===== src/hw/rtl/hsd_pkg.sv =====
// Shared types and constants for the heel strike detector with cycle average.
// No dependencies; used by every module of the block.
package hsd_pkg;

  localparam int AvgCyclesDefault = 5;

  localparam int CfgIdxW = 2;
  localparam int CfgW    = 23;

  localparam logic [CfgIdxW-1:0] RegHeightLimit = 2'd0;
  localparam logic [CfgIdxW-1:0] RegRiseMargin  = 2'd1;

  localparam logic [CfgW-1:0]   HeightLimitReset = 23'd128000;
  localparam logic [CfgW-1:0]   RiseMarginReset  = 23'd25600;
  localparam logic signed [23:0] MinHeightReset  = -24'sd256000;

  typedef struct packed {
    logic        strike;
    logic [23:0] strike_frame;
    logic [31:0] cycle_count;
  } hsd_tag_t;

endpackage


===== src/hw/rtl/hsd_detect.sv =====
// Strike and arming detection, cycle duration ring and running sum.
// Depends on hsd_pkg; feeds the divide stages with the tag and the sum.
module hsd_detect #(
  parameter int AVG_CYCLES = hsd_pkg::AvgCyclesDefault,
  parameter int SUM_W      = 32 + $clog2(hsd_pkg::AvgCyclesDefault)
) (
  input  logic                       clk,
  input  logic                       rst,
  input  logic [hsd_pkg::CfgW-1:0]   height_limit,
  input  logic [hsd_pkg::CfgW-1:0]   rise_margin,
  input  logic                       up_valid,
  output logic                       up_ready,
  input  logic [23:0]                frame,
  input  logic signed [23:0]         vert,
  input  logic signed [23:0]         sag,
  input  logic [31:0]                now,
  output logic                       dn_valid,
  input  logic                       dn_ready,
  output hsd_pkg::hsd_tag_t          dn_tag,
  output logic [SUM_W-1:0]           dn_sum
);
  import hsd_pkg::*;

  logic signed [24:0] vel_hist_1, vel_hist_2, vel_hist_3;
  logic signed [23:0] vert_prev_1, vert_prev_2, sag_prev, min_height;
  logic               armed;
  logic [31:0]        duration_ring [0:AVG_CYCLES-1];
  logic [SUM_W-1:0]   duration_sum;
  logic [31:0]        last_strike_time;
  logic [23:0]        strike_frame_reg;
  logic [31:0]        cycle_counter;

  logic               take;
  logic signed [24:0] vel_z, vel_s, rise;
  logic               strike_c, arm_c;
  logic [31:0]        dur;
  logic [SUM_W-1:0]   duration_sum_next;
  logic [23:0]        strike_frame_next;
  logic [31:0]        cycle_counter_next;

  assign up_ready = !dn_valid || dn_ready;
  assign take     = up_valid && up_ready;

  assign vel_z = {vert[23], vert} - {vert_prev_1[23], vert_prev_1};
  assign vel_s = {sag[23], sag} - {sag_prev[23], sag_prev};
  assign rise  = {vert_prev_2[23], vert_prev_2} - {min_height[23], min_height};

  assign strike_c = !vel_z[24]
                    && (vel_hist_1[24] || vel_hist_1 == '0)
                    && (vel_hist_2[24] || vel_hist_2 == '0)
                    && (vel_hist_3[24] || vel_hist_3 == '0)
                    && armed
                    && (vel_s[24] || vel_s == '0)
                    && ($signed({vert[23], vert}) < $signed({2'b00, height_limit}));

  assign arm_c = (frame > 24'd2)
                 && vel_z[24]
                 && (vel_hist_1[24] || vel_hist_1 == '0)
                 && !vel_hist_2[24]
                 && !vel_hist_3[24]
                 && (rise > $signed({2'b00, rise_margin}));

  assign dur = now - last_strike_time;

  always_comb begin
    duration_sum_next  = duration_sum;
    strike_frame_next  = strike_frame_reg;
    cycle_counter_next = cycle_counter;
    if (strike_c) begin
      duration_sum_next  = duration_sum - SUM_W'(duration_ring[0]) + SUM_W'(dur);
      strike_frame_next  = frame - 24'd1;
      cycle_counter_next = cycle_counter + 32'd1;
    end
  end

  always_ff @(posedge clk) begin
    if (rst) begin
      vel_hist_1       <= '0;
      vel_hist_2       <= '0;
      vel_hist_3       <= '0;
      vert_prev_1      <= '0;
      vert_prev_2      <= '0;
      sag_prev         <= '0;
      min_height       <= MinHeightReset;
      armed            <= 1'b0;
      duration_sum     <= '0;
      last_strike_time <= '0;
      strike_frame_reg <= '0;
      cycle_counter    <= 32'd1;
      dn_valid         <= 1'b0;
      for (int i = 0; i < AVG_CYCLES; i++) begin
        duration_ring[i] <= '0;
      end
    end else begin
      if (up_ready) begin
        dn_valid <= up_valid;
      end
      if (take) begin
        vel_hist_3       <= vel_hist_2;
        vel_hist_2       <= vel_hist_1;
        vel_hist_1       <= vel_z;
        vert_prev_2      <= vert_prev_1;
        vert_prev_1      <= vert;
        sag_prev         <= sag;
        duration_sum     <= duration_sum_next;
        strike_frame_reg <= strike_frame_next;
        cycle_counter    <= cycle_counter_next;
        if (strike_c) begin
          min_height       <= vert_prev_1;
          armed            <= 1'b0;
          last_strike_time <= now;
          for (int i = 0; i < AVG_CYCLES - 1; i++) begin
            duration_ring[i] <= duration_ring[i+1];
          end
          duration_ring[AVG_CYCLES-1] <= dur;
        end else if (arm_c) begin
          armed <= 1'b1;
        end
      end
    end
  end

  always_ff @(posedge clk) begin
    if (take) begin
      dn_tag.strike       <= strike_c;
      dn_tag.strike_frame <= strike_frame_next;
      dn_tag.cycle_count  <= cycle_counter_next;
      dn_sum              <= duration_sum_next;
    end
  end

`ifndef ASSERT_OFF
  a_no_strike_holds_totals: assert property (@(posedge clk) disable iff (rst)
    (take && !strike_c) |=> $stable(cycle_counter) && $stable(duration_sum))
    else $error("cycle totals changed without a strike");

  a_strike_reaches_stage: assert property (@(posedge clk) disable iff (rst)
    (take && strike_c) |=> dn_valid && dn_tag.strike && !armed)
    else $error("strike not passed downstream or arming left set");

  a_stage_holds: assert property (@(posedge clk) disable iff (rst)
    (dn_valid && !dn_ready) |=> dn_valid && $stable(dn_tag) && $stable(dn_sum))
    else $error("detect stage word changed while held");
`endif

endmodule


===== src/hw/rtl/hsd_div_stage.sv =====
// Divide-by-AVG_CYCLES unit: the duration sum times a reciprocal constant, two registered steps.
// Depends on hsd_pkg; placed by the top level after hsd_detect.
module hsd_div_stage #(
  parameter int AVG_CYCLES = hsd_pkg::AvgCyclesDefault,
  parameter int SUM_W      = 32 + $clog2(hsd_pkg::AvgCyclesDefault)
) (
  input  logic              clk,
  input  logic              rst,
  input  logic              up_valid,
  output logic              up_ready,
  input  hsd_pkg::hsd_tag_t up_tag,
  input  logic [SUM_W-1:0]  up_sum,
  output logic              dn_valid,
  input  logic              dn_ready,
  output hsd_pkg::hsd_tag_t dn_tag,
  output logic [31:0]       dn_avg
);
  import hsd_pkg::*;

  localparam int Shift   = SUM_W + $clog2(AVG_CYCLES);
  localparam int RecipW  = SUM_W + 1;
  localparam int LoW     = (RecipW + 1) / 2;
  localparam int HiW     = RecipW - LoW;
  localparam int LoProdW = SUM_W + LoW;
  localparam int HiProdW = SUM_W + HiW;
  localparam int ProdW   = SUM_W + RecipW;

  // ceil(2^Shift / AVG_CYCLES): the product shifted by Shift is the exact
  // truncated quotient for every sum below 2^SUM_W
  localparam logic [63:0] RecipFull =
    ((64'd1 << Shift) + 64'(AVG_CYCLES) - 64'd1) / 64'(AVG_CYCLES);
  localparam logic [RecipW-1:0] Recip   = RecipFull[RecipW-1:0];
  localparam logic [LoW-1:0]    RecipLo = Recip[LoW-1:0];
  localparam logic [HiW-1:0]    RecipHi = Recip[RecipW-1:LoW];

  logic               s1_valid;
  logic               s2_ready;
  hsd_tag_t           s1_tag;
  logic [LoProdW-1:0] s1_lo;
  logic [HiProdW-1:0] s1_hi;
  logic [LoProdW-1:0] prod_lo;
  logic [HiProdW-1:0] prod_hi;
  logic [ProdW-1:0]   prod_sum;

  assign prod_lo  = LoProdW'(up_sum) * LoProdW'(RecipLo);
  assign prod_hi  = HiProdW'(up_sum) * HiProdW'(RecipHi);
  assign prod_sum = {s1_hi, {LoW{1'b0}}} + ProdW'(s1_lo);

  assign s2_ready = !dn_valid || dn_ready;
  assign up_ready = !s1_valid || s2_ready;

  always_ff @(posedge clk) begin
    if (rst) begin
      s1_valid <= 1'b0;
      dn_valid <= 1'b0;
    end else begin
      if (up_ready) begin
        s1_valid <= up_valid;
      end
      if (s2_ready) begin
        dn_valid <= s1_valid;
      end
    end
  end

  always_ff @(posedge clk) begin
    if (up_valid && up_ready) begin
      s1_tag <= up_tag;
      s1_lo  <= prod_lo;
      s1_hi  <= prod_hi;
    end
    if (s1_valid && s2_ready) begin
      dn_tag <= s1_tag;
      dn_avg <= prod_sum[Shift +: 32];
    end
  end

`ifndef ASSERT_OFF
  a_step_holds: assert property (@(posedge clk) disable iff (rst)
    (s1_valid && !s2_ready) |=>
      s1_valid && $stable(s1_tag) && $stable(s1_lo) && $stable(s1_hi))
    else $error("partial products changed while held");

  a_out_holds: assert property (@(posedge clk) disable iff (rst)
    (dn_valid && !dn_ready) |=> dn_valid && $stable(dn_tag) && $stable(dn_avg))
    else $error("average word changed while held");

  a_quotient_fits: assert property (@(posedge clk) disable iff (rst)
    s1_valid |-> (prod_sum[ProdW-1:Shift+32] == '0))
    else $error("average does not fit 32 bits");
`endif

endmodule


===== src/hw/rtl/heel_strike_detector_cycle_average_top.sv =====
// Heel strike detector with average of the last AVG_CYCLES gait cycle durations.
// Depends on hsd_pkg, hsd_detect and hsd_div_stage.
// One sample word is taken per clock while in_stall is low, and one result word
// comes out per sample, in order. An accepted sample passes the input register,
// the detection stage, then two steps of the divide by AVG_CYCLES, which
// multiplies the duration sum by a reciprocal constant in two halves and adds
// the halves. Each stage holds its word under out_stall while earlier stages
// keep filling, so in_stall rises only when all four stages are occupied and
// out_stall is high. Configuration writes are always ready and apply to samples
// that reach detection after the write, so write only while no sample is in
// flight.
module heel_strike_detector_cycle_average_top #(
  parameter int AVG_CYCLES = hsd_pkg::AvgCyclesDefault
) (
  input  logic                        clk,
  input  logic                        rst,
  input  logic                        cfg_valid,
  output logic                        cfg_ready,
  input  logic [hsd_pkg::CfgIdxW-1:0] cfg_index,
  input  logic [hsd_pkg::CfgW-1:0]    cfg_data,
  input  logic                        in_valid,
  output logic                        in_stall,
  input  logic [23:0]                 frame_number,
  input  logic signed [23:0]          heel_vertical,
  input  logic signed [23:0]          heel_sagittal,
  input  logic [31:0]                 time_us,
  output logic                        out_valid,
  input  logic                        out_stall,
  output logic                        strike,
  output logic [23:0]                 strike_frame,
  output logic [31:0]                 cycle_avg_us,
  output logic [31:0]                 cycle_count
);
  import hsd_pkg::*;

  localparam int SumW = 32 + $clog2(AVG_CYCLES);

  logic [CfgW-1:0] height_limit, rise_margin;

  logic               in_reg_valid;
  logic [23:0]        in_frame;
  logic signed [23:0] in_vert, in_sag;
  logic [31:0]        in_time;
  logic               det_ready;
  logic               load;

  logic            det_valid;
  logic            div_ready;
  hsd_tag_t        det_tag;
  logic [SumW-1:0] det_sum;
  logic            out_ready;
  hsd_tag_t        out_tag;

  assign cfg_ready = 1'b1;

  always_ff @(posedge clk) begin
    if (rst) begin
      height_limit <= HeightLimitReset;
      rise_margin  <= RiseMarginReset;
    end else if (cfg_valid && cfg_ready) begin
      unique case (cfg_index)
        RegHeightLimit: height_limit <= cfg_data;
        RegRiseMargin:  rise_margin  <= cfg_data;
        default: begin
        end
      endcase
    end
  end

  assign in_stall = in_reg_valid && !det_ready;
  assign load     = in_valid && !in_stall;

  always_ff @(posedge clk) begin
    if (rst) begin
      in_reg_valid <= 1'b0;
    end else if (load) begin
      in_reg_valid <= 1'b1;
    end else if (det_ready) begin
      in_reg_valid <= 1'b0;
    end
  end

  always_ff @(posedge clk) begin
    if (load) begin
      in_frame <= frame_number;
      in_vert  <= heel_vertical;
      in_sag   <= heel_sagittal;
      in_time  <= time_us;
    end
  end

  hsd_detect #(
    .AVG_CYCLES (AVG_CYCLES),
    .SUM_W      (SumW)
  ) u_detect (
    .clk          (clk),
    .rst          (rst),
    .height_limit (height_limit),
    .rise_margin  (rise_margin),
    .up_valid     (in_reg_valid),
    .up_ready     (det_ready),
    .frame        (in_frame),
    .vert         (in_vert),
    .sag          (in_sag),
    .now          (in_time),
    .dn_valid     (det_valid),
    .dn_ready     (div_ready),
    .dn_tag       (det_tag),
    .dn_sum       (det_sum)
  );

  hsd_div_stage #(
    .AVG_CYCLES (AVG_CYCLES),
    .SUM_W      (SumW)
  ) u_div (
    .clk      (clk),
    .rst      (rst),
    .up_valid (det_valid),
    .up_ready (div_ready),
    .up_tag   (det_tag),
    .up_sum   (det_sum),
    .dn_valid (out_valid),
    .dn_ready (out_ready),
    .dn_tag   (out_tag),
    .dn_avg   (cycle_avg_us)
  );

  assign out_ready = !out_stall;

  assign strike       = out_tag.strike;
  assign strike_frame = out_tag.strike_frame;
  assign cycle_count  = out_tag.cycle_count;

endmodule


===== config.mk =====
export PLATFORM = sky130hd
export DESIGN_NAME = heel_strike_detector_cycle_average_top
export DESIGN_NICKNAME = d
export VERILOG_FILES = /design/src/hw/rtl/hsd_pkg.sv /design/src/hw/rtl/hsd_detect.sv /design/src/hw/rtl/hsd_div_stage.sv /design/src/hw/rtl/heel_strike_detector_cycle_average_top.sv
export SDC_FILE = /design/constraint.sdc
export NUM_CORES = 2
export LEC_CHECK = 0
export BUFFER_PORTS_ARGS = -buffer_cell sky130_fd_sc_hd__buf_2
export CELL_PAD_IN_SITES_DETAIL_PLACEMENT = 2
export CELL_PAD_IN_SITES_GLOBAL_PLACEMENT = 2
export CORE_ASPECT_RATIO = 1.75
export CORE_MARGIN = 1
export CORE_UTILIZATION = 45
export CTS_CLUSTER_DIAMETER = 100
export DETAILED_ROUTE_END_ITERATION = 8
export HOLD_SLACK_MARGIN = 0.02
export PLACE_DENSITY = 0.95
export SLEW_MARGIN = 20
export SYNTH_ARGS = -nofsm -noshare
export SYNTH_HDL_FRONTEND = slang
export SYNTH_SLANG_ARGS = --single-unit
export TNS_END_PERCENT = 100

===== constraint.sdc =====
create_clock -name clk -period 13.9 [get_ports clk]
set_input_delay 0 -clock clk [delete_from_list [all_inputs] [get_ports clk]]
set_output_delay 0 -clock clk [all_outputs]
set_load 0.005 [all_outputs]

==> summary.md, run 1 <==
| Metric | Value |
|---|---|
| GRT Util Overall | 59.0% |
| Initial core utilization | 45.5% |
| Top FF cell, synth | edfxtp_1 |
| Post-synthesis sequential area ratio | 41.9% |
| Die height | 479 µm |
| Synthesis Warnings | 0 |
| Syn nets | 6,778 |
| Mean Syn Cell Area | 10.1 µm² |
| Sinks on Clock Net | 932 |
| Row cnt | 174 |
| Post-Syn Area | 0.0586 mm² |
| Asr flop ratio synth | 0% |
| First-pass GRT wire length | 543,000 µm |
| Io pins | 226 |
| Halt point of the flow | global routing |
| Port Buffers | 224 |
| Status | did not finish |
| Cells after Synth | 5,801 |
| Post-synth EDFFs | 587 |
| Synth cell types | 80 |
| Die X | 275 µm |
| DPL Wire Length | 167,000 µm |
| Post-CTS setup repair buffer count | 0 |
| Post-CTS Resized | 0 |
| Clk buf depth | 3 |
| Post-DP Area | 0.0613 mm² |
| Pin count of the biggest net entering global routing | 173 |
| CTS Buf Count | 93 |
| First error | [ERROR GRT-0116] Global routing finished with congestion. Check the congestion regions in the DRC Viewer. |
| Routability congestion estimate | 0.967 |
| Grt ovf | 48 |
| Flops & latches, synth | 932 |
| Number of H-tree levels | 3 |
| Number of global-route vias before repair | 67,300 |
| Root Driver | clkbuf_16 |
per-stage QoR:
stage / hold WS [ps] / worst slack, ps / utilization (%) / instances
floorplan: 98.9 / 6450 / - / 5801
global placement: 176 / 6500 / 47.6 / 7505
detailed placement: 178 / 5960 / 47.6 / 7505
CTS: 21.0 / 5530 / 51.9 / 7922
layer usage:
layer,global-route usage (%),GRT overflow
met3,35.8,1
met5,22.2,0
met4,60.7,21
met1,56.0,0
met2,82.5,26
cells by family after synthesis:
kind of cell               share of synthesized area (%)
and+or+nand+nor                                     12.7
AOI/OAI and AO/OA                                   11.8
buffers and inverters                               6.56
DFF                                                 41.9
adders and majority gates                           22.3
xor gates and xnor gates                            4.50
muxes                                              0.280
other                                            0.00640
cell usage after synthesis (all sizes together), types with 16 or more instances:
master	n	area, µm²
o211ai	32	240
a21o	124	931
and3	188	1180
edfxtp	587	17600
nor2	189	712
xnor2	171	1500
or3	17	106
nand2	656	2460
nor3	104	526
xor2	130	1140
o21bai	24	180
nand3	155	776
inv	796	2990
ha	509	6370
clkbuf	184	691
o31ai	26	195
nor2b	53	332
a21oi	488	2450
nand4	33	206
buf	35	164
and2	22	138
o21a	40	300
dfxtp	345	6910
a31oi	22	144
or2	18	113
nand2b	35	219
a211oi	38	285
nor4	47	294
o21ai	210	1050
fa	334	6690
or4	16	120
repair_timing:
action | 4_1_cts
hold buffers | 242
hold endpoints to repair | 263
setup endpoints to repair | 0
==> run 2: changes to the inputs <==
--- a/config.mk
+++ b/config.mk
@@ -6,15 +6,10 @@
 export NUM_CORES = 2
 export LEC_CHECK = 0
 export BUFFER_PORTS_ARGS = -buffer_cell sky130_fd_sc_hd__buf_2
-export CELL_PAD_IN_SITES_DETAIL_PLACEMENT = 2
-export CELL_PAD_IN_SITES_GLOBAL_PLACEMENT = 2
-export CORE_ASPECT_RATIO = 1.75
 export CORE_MARGIN = 1
-export CORE_UTILIZATION = 45
-export CTS_CLUSTER_DIAMETER = 100
+export CORE_UTILIZATION = 40
 export DETAILED_ROUTE_END_ITERATION = 8
-export HOLD_SLACK_MARGIN = 0.02
-export PLACE_DENSITY = 0.95
+export PLACE_DENSITY_LB_ADDON = 0.15
 export SLEW_MARGIN = 20
 export SYNTH_ARGS = -nofsm -noshare
 export SYNTH_HDL_FRONTEND = slang
==> run 2 against run 1 <==
The flow now finishes without violations. Synthesized cell count stayed put. Area after synthesis stayed put.
==> summary.md, run 2 <==
| Metric | Value |
|---|---|
| Status | finished clean |
| Die X | 385 µm |
| Cells after Synth | 5,801 |
| Final instance area | 0.0675 mm² |
| Maximum clock frequency | 135 MHz |
| Maximum VDD drop | 0.000138 V |
| Clk slew on worst S/H paths | 60 ps |
| Initial antenna violation count | 4 |
| Most frequent cells after synthesis | inv_1 (795), nand2_1 (656), edfxtp_1 (587) |
| Pin count of the biggest net entering global routing | 199 |
| Post-synth EDFFs | 587 |
| Port Buffers | 224 |
| Final wirelength | 151,000 µm |
| Hold buffer count at cts | 241 |
| CP Class | flop to flop |
| Period utilization | 53.4% |
| Synthesis Warnings | 0 |
| Critical-path top delay cell | edfxtp_1 |
| Clk buf depth | 3 |
| Synth area leader | edfxtp_1 |
| GRT Util Overall | 20.4% |
| R2R Setup Slk | 6480 ps |
| Final nets | 7,159 |
| Post-synthesis sequential area ratio | 41.9% |
| First-pass GRT wire length | 237,000 µm |
| Insertion delay of the later-clocked pin in the worst-skew pair | 730 ps |
| Post-DP Area | 0.0616 mm² |
| Number of global-route vias before repair | 41,400 |
| WP data arrival | 7870 ps |
| Die height | 385 µm |
| Largest cells by area after synthesis | edfxtp_1 (30%), dfxtp_1 (12%), fa_1 (11%) |
| Share of cells above drive strength 1 | 7.46% |
| Final Hold Fails | 0 |
| Worst-Margin Slew | 1060 ps |
| Mux cell area share after synthesis | 0.280% |
| Compound-Gate Fraction of Synth Area | 11.8% |
| Critical Path Fanout Max | 7 |
| Vias | 41,700 |
| Initial core utilization | 40.3% |
| Pleak | 28.7 nW |
| Grt ovf | 0 |
| Synth top area share | 30.1% |
| Min cycle time layout | 7420 ps |
| Total power | 11.0 mW |
| Number of H-tree levels | 3 |
| Most frequent cells in the layout | inv_1 (793), nand2_1 (655), edfxtp_1 (587) |
| Post-DR vias/cell | 5.09 |
| Mean Syn Cell Area | 10.1 µm² |
| Critical path capture point type | flop |
| Most common cell after layout, fill and taps aside | inv_1 |
| Asr flop ratio synth | 0% |
| Io pins | 226 |
| WL per Instance | 18.4 µm |
| CTS Buf Count | 104 |
| Top FF cell, synth | edfxtp_1 |
| Clk_skew | 66.6 ps |
| DPL Wire Length | 112,000 µm |
| Crit path required time | 14,350 ps |
| Routability congestion estimate | 0.881 |
| Syn nets | 6,778 |
| CP most frequent cell | fa_1 |
| Final Util | 46.4% |
| Post-CTS setup repair buffer count | 0 |
| Dpl cells | 7,752 |
| Main combinational cell family by area after synthesis | adder cells |
| Flops & latches, synth | 932 |
| Top-count cell post-synth | inv_1 |
| Startpoint Class | flop |
| Setup TNS | 0 ps |
| Pwr per Cell Area | 164 mW/mm² |
| Simple-gate share of the synthesized area | 12.7% |
| Synth Area in Adders | 22.3% |
| Critical Path Max Stage Delay | 560 ps |
| Max_slew headroom | 29.2% |
| Post-Syn Area | 0.0586 mm² |
| Most flops, register | u_detect.duration_ring |
| Final setup fails | 0 |
| Fin. max-slew vios | 0 |
| CP Cell Sequence | ha_1 -> xor2_1 -> ha_1 -> or2_2 -> fa_1 -> inv_1 -> fa_1 -> fa_1 -> fa_1 -> inv_1 -> ha_1 -> and4_1 -> a21o_1 -> nor4b_1 -> a211oi_1 -> a211oi_1 -> o21bai_1 -> a21oi_1 -> o21bai_1 -> a21boi_0 -> o21ai_0 -> xnor2_1 |
| Root Driver | clkbuf_16 |
| Max reg flops | 160 |
| Post-CTS Resized | 0 |
| Sinks on Clock Net | 932 |
| Max cap viols | 0 |
| 1st-iter DRT viols | 2,457 |
| Core box area | 0.146 mm² |
| RSZ-0062 raised after global routing | false |
| Row cnt | 140 |
| Pre-Repair DR Iteration Count | 5 |
| Synth cell types | 80 |
| Xor and xnor fraction of the mapped netlist area | 4.50% |
| DIE AREA | 0.148 mm² |
| Drt drc | 0 |
| CTS tree | yes |
| Detail Route Antenna Nets | 0 |
| Fin cells | 8,190 |
| Hold WC Path Type | input pin to flop |
| Area growth, synth to finish | 15.2% |
==> run 2: final timing paths <==
| kind | cells past startpoint | startpoint | end |
|---|---|---|---|
| worst max-delay path | 22 | u_detect.dn_sum[4]$_DFFE_PP_ | u_div.s1_hi[51]$_DFFE_PP_ |
| worst min-delay path | 4 | cfg_index[0] | rise_margin[7]$_SDFFE_PP0P_ |
| worst max register to register | 22 | u_detect.dn_sum[4]$_DFFE_PP_ | u_div.s1_hi[51]$_DFFE_PP_ |
| worst min register to register | 0 | u_div.s1_tag[50]$_DFFE_PP_ | u_div.dn_tag[50]$_DFFE_PP_ |
==> run 2: cell type report <==
| class | count | area (µm²) |
|---|---|---|
| Timing Repair Buffer | 494 | 3770 |
| Multi-Input combinational cell | 3854 | 30300 |
| Clock inverter | 63 | 752 |
| Sequential cell | 932 | 24500 |
| Antenna cell | 1 | 2.50 |
| Tap cell | 1917 | 2400 |
| Clock buffer | 133 | 2720 |
| Fill cell | 13700 | 78100 |
| Inverter | 796 | 3010 |
==> run 2: per-stage QoR <==
| stage | worst slack (ps) | hold WS, ps |
|---|---|---|
| 2_1_floorplan | 6450 | 98.9 |
| 3_3_place_gp | 6580 | 176 |
| 3_5_place_dp | 6550 | 178 |
| 4_1_cts | 6490 | 10.5 |
| 5_1_grt | 6040 | 42.8 |
| 6_report | 6480 | 37.7 |
==> run 2: where the power goes <==
| part | total, mW | leakage, nW | internal [mW] | switching, mW |
|---|---|---|---|---|
| Clock | 2.81 | 1.66 | 1.64 | 1.17 |
| Combinational | 4.79 | 18.4 | 1.94 | 2.85 |
| Sequential | 3.45 | 8.63 | 3.33 | 0.114 |
| Total | 11.0 | 28.7 | 6.91 | 4.14 |
==> run 2: worst max-delay path, delay by kind of cell, from the launching register on <==
family	cells	cell delay (ps)
xor+xnor	2	370
fa+ha+maj	7	3150
flops	1	560
compound gates	8	2020
simple gates	3	920
buf+inv	2	110
==> run 2: cell families (layout without fill, tap and decap cells) <==
logic type	count (synthesis)	after routing
multiplexers	15	15
flip-flops	932	932
AO/OA/AOI/OAI	1127	1127
buffers and inverters	1015	1486
AND/OR/NAND/NOR	1567	1567
XOR/XNOR	301	301
other	1	2
adder cells (fa/ha/maj)	843	843
==> run 2: layer usage <==
layer | track usage, % | vias up | part of all wire [%]
met3 | 2.40 | 176 | 3.7
met5 | 0 | - | 0
li1 | - | 20600 | -
met1 | 29.5 | 20200 | 49
met2 | 32.4 | 723 | 45
met4 | 5.28 | 0 | 2.1
Note: power is estimated with default switching activity, not from simulation.
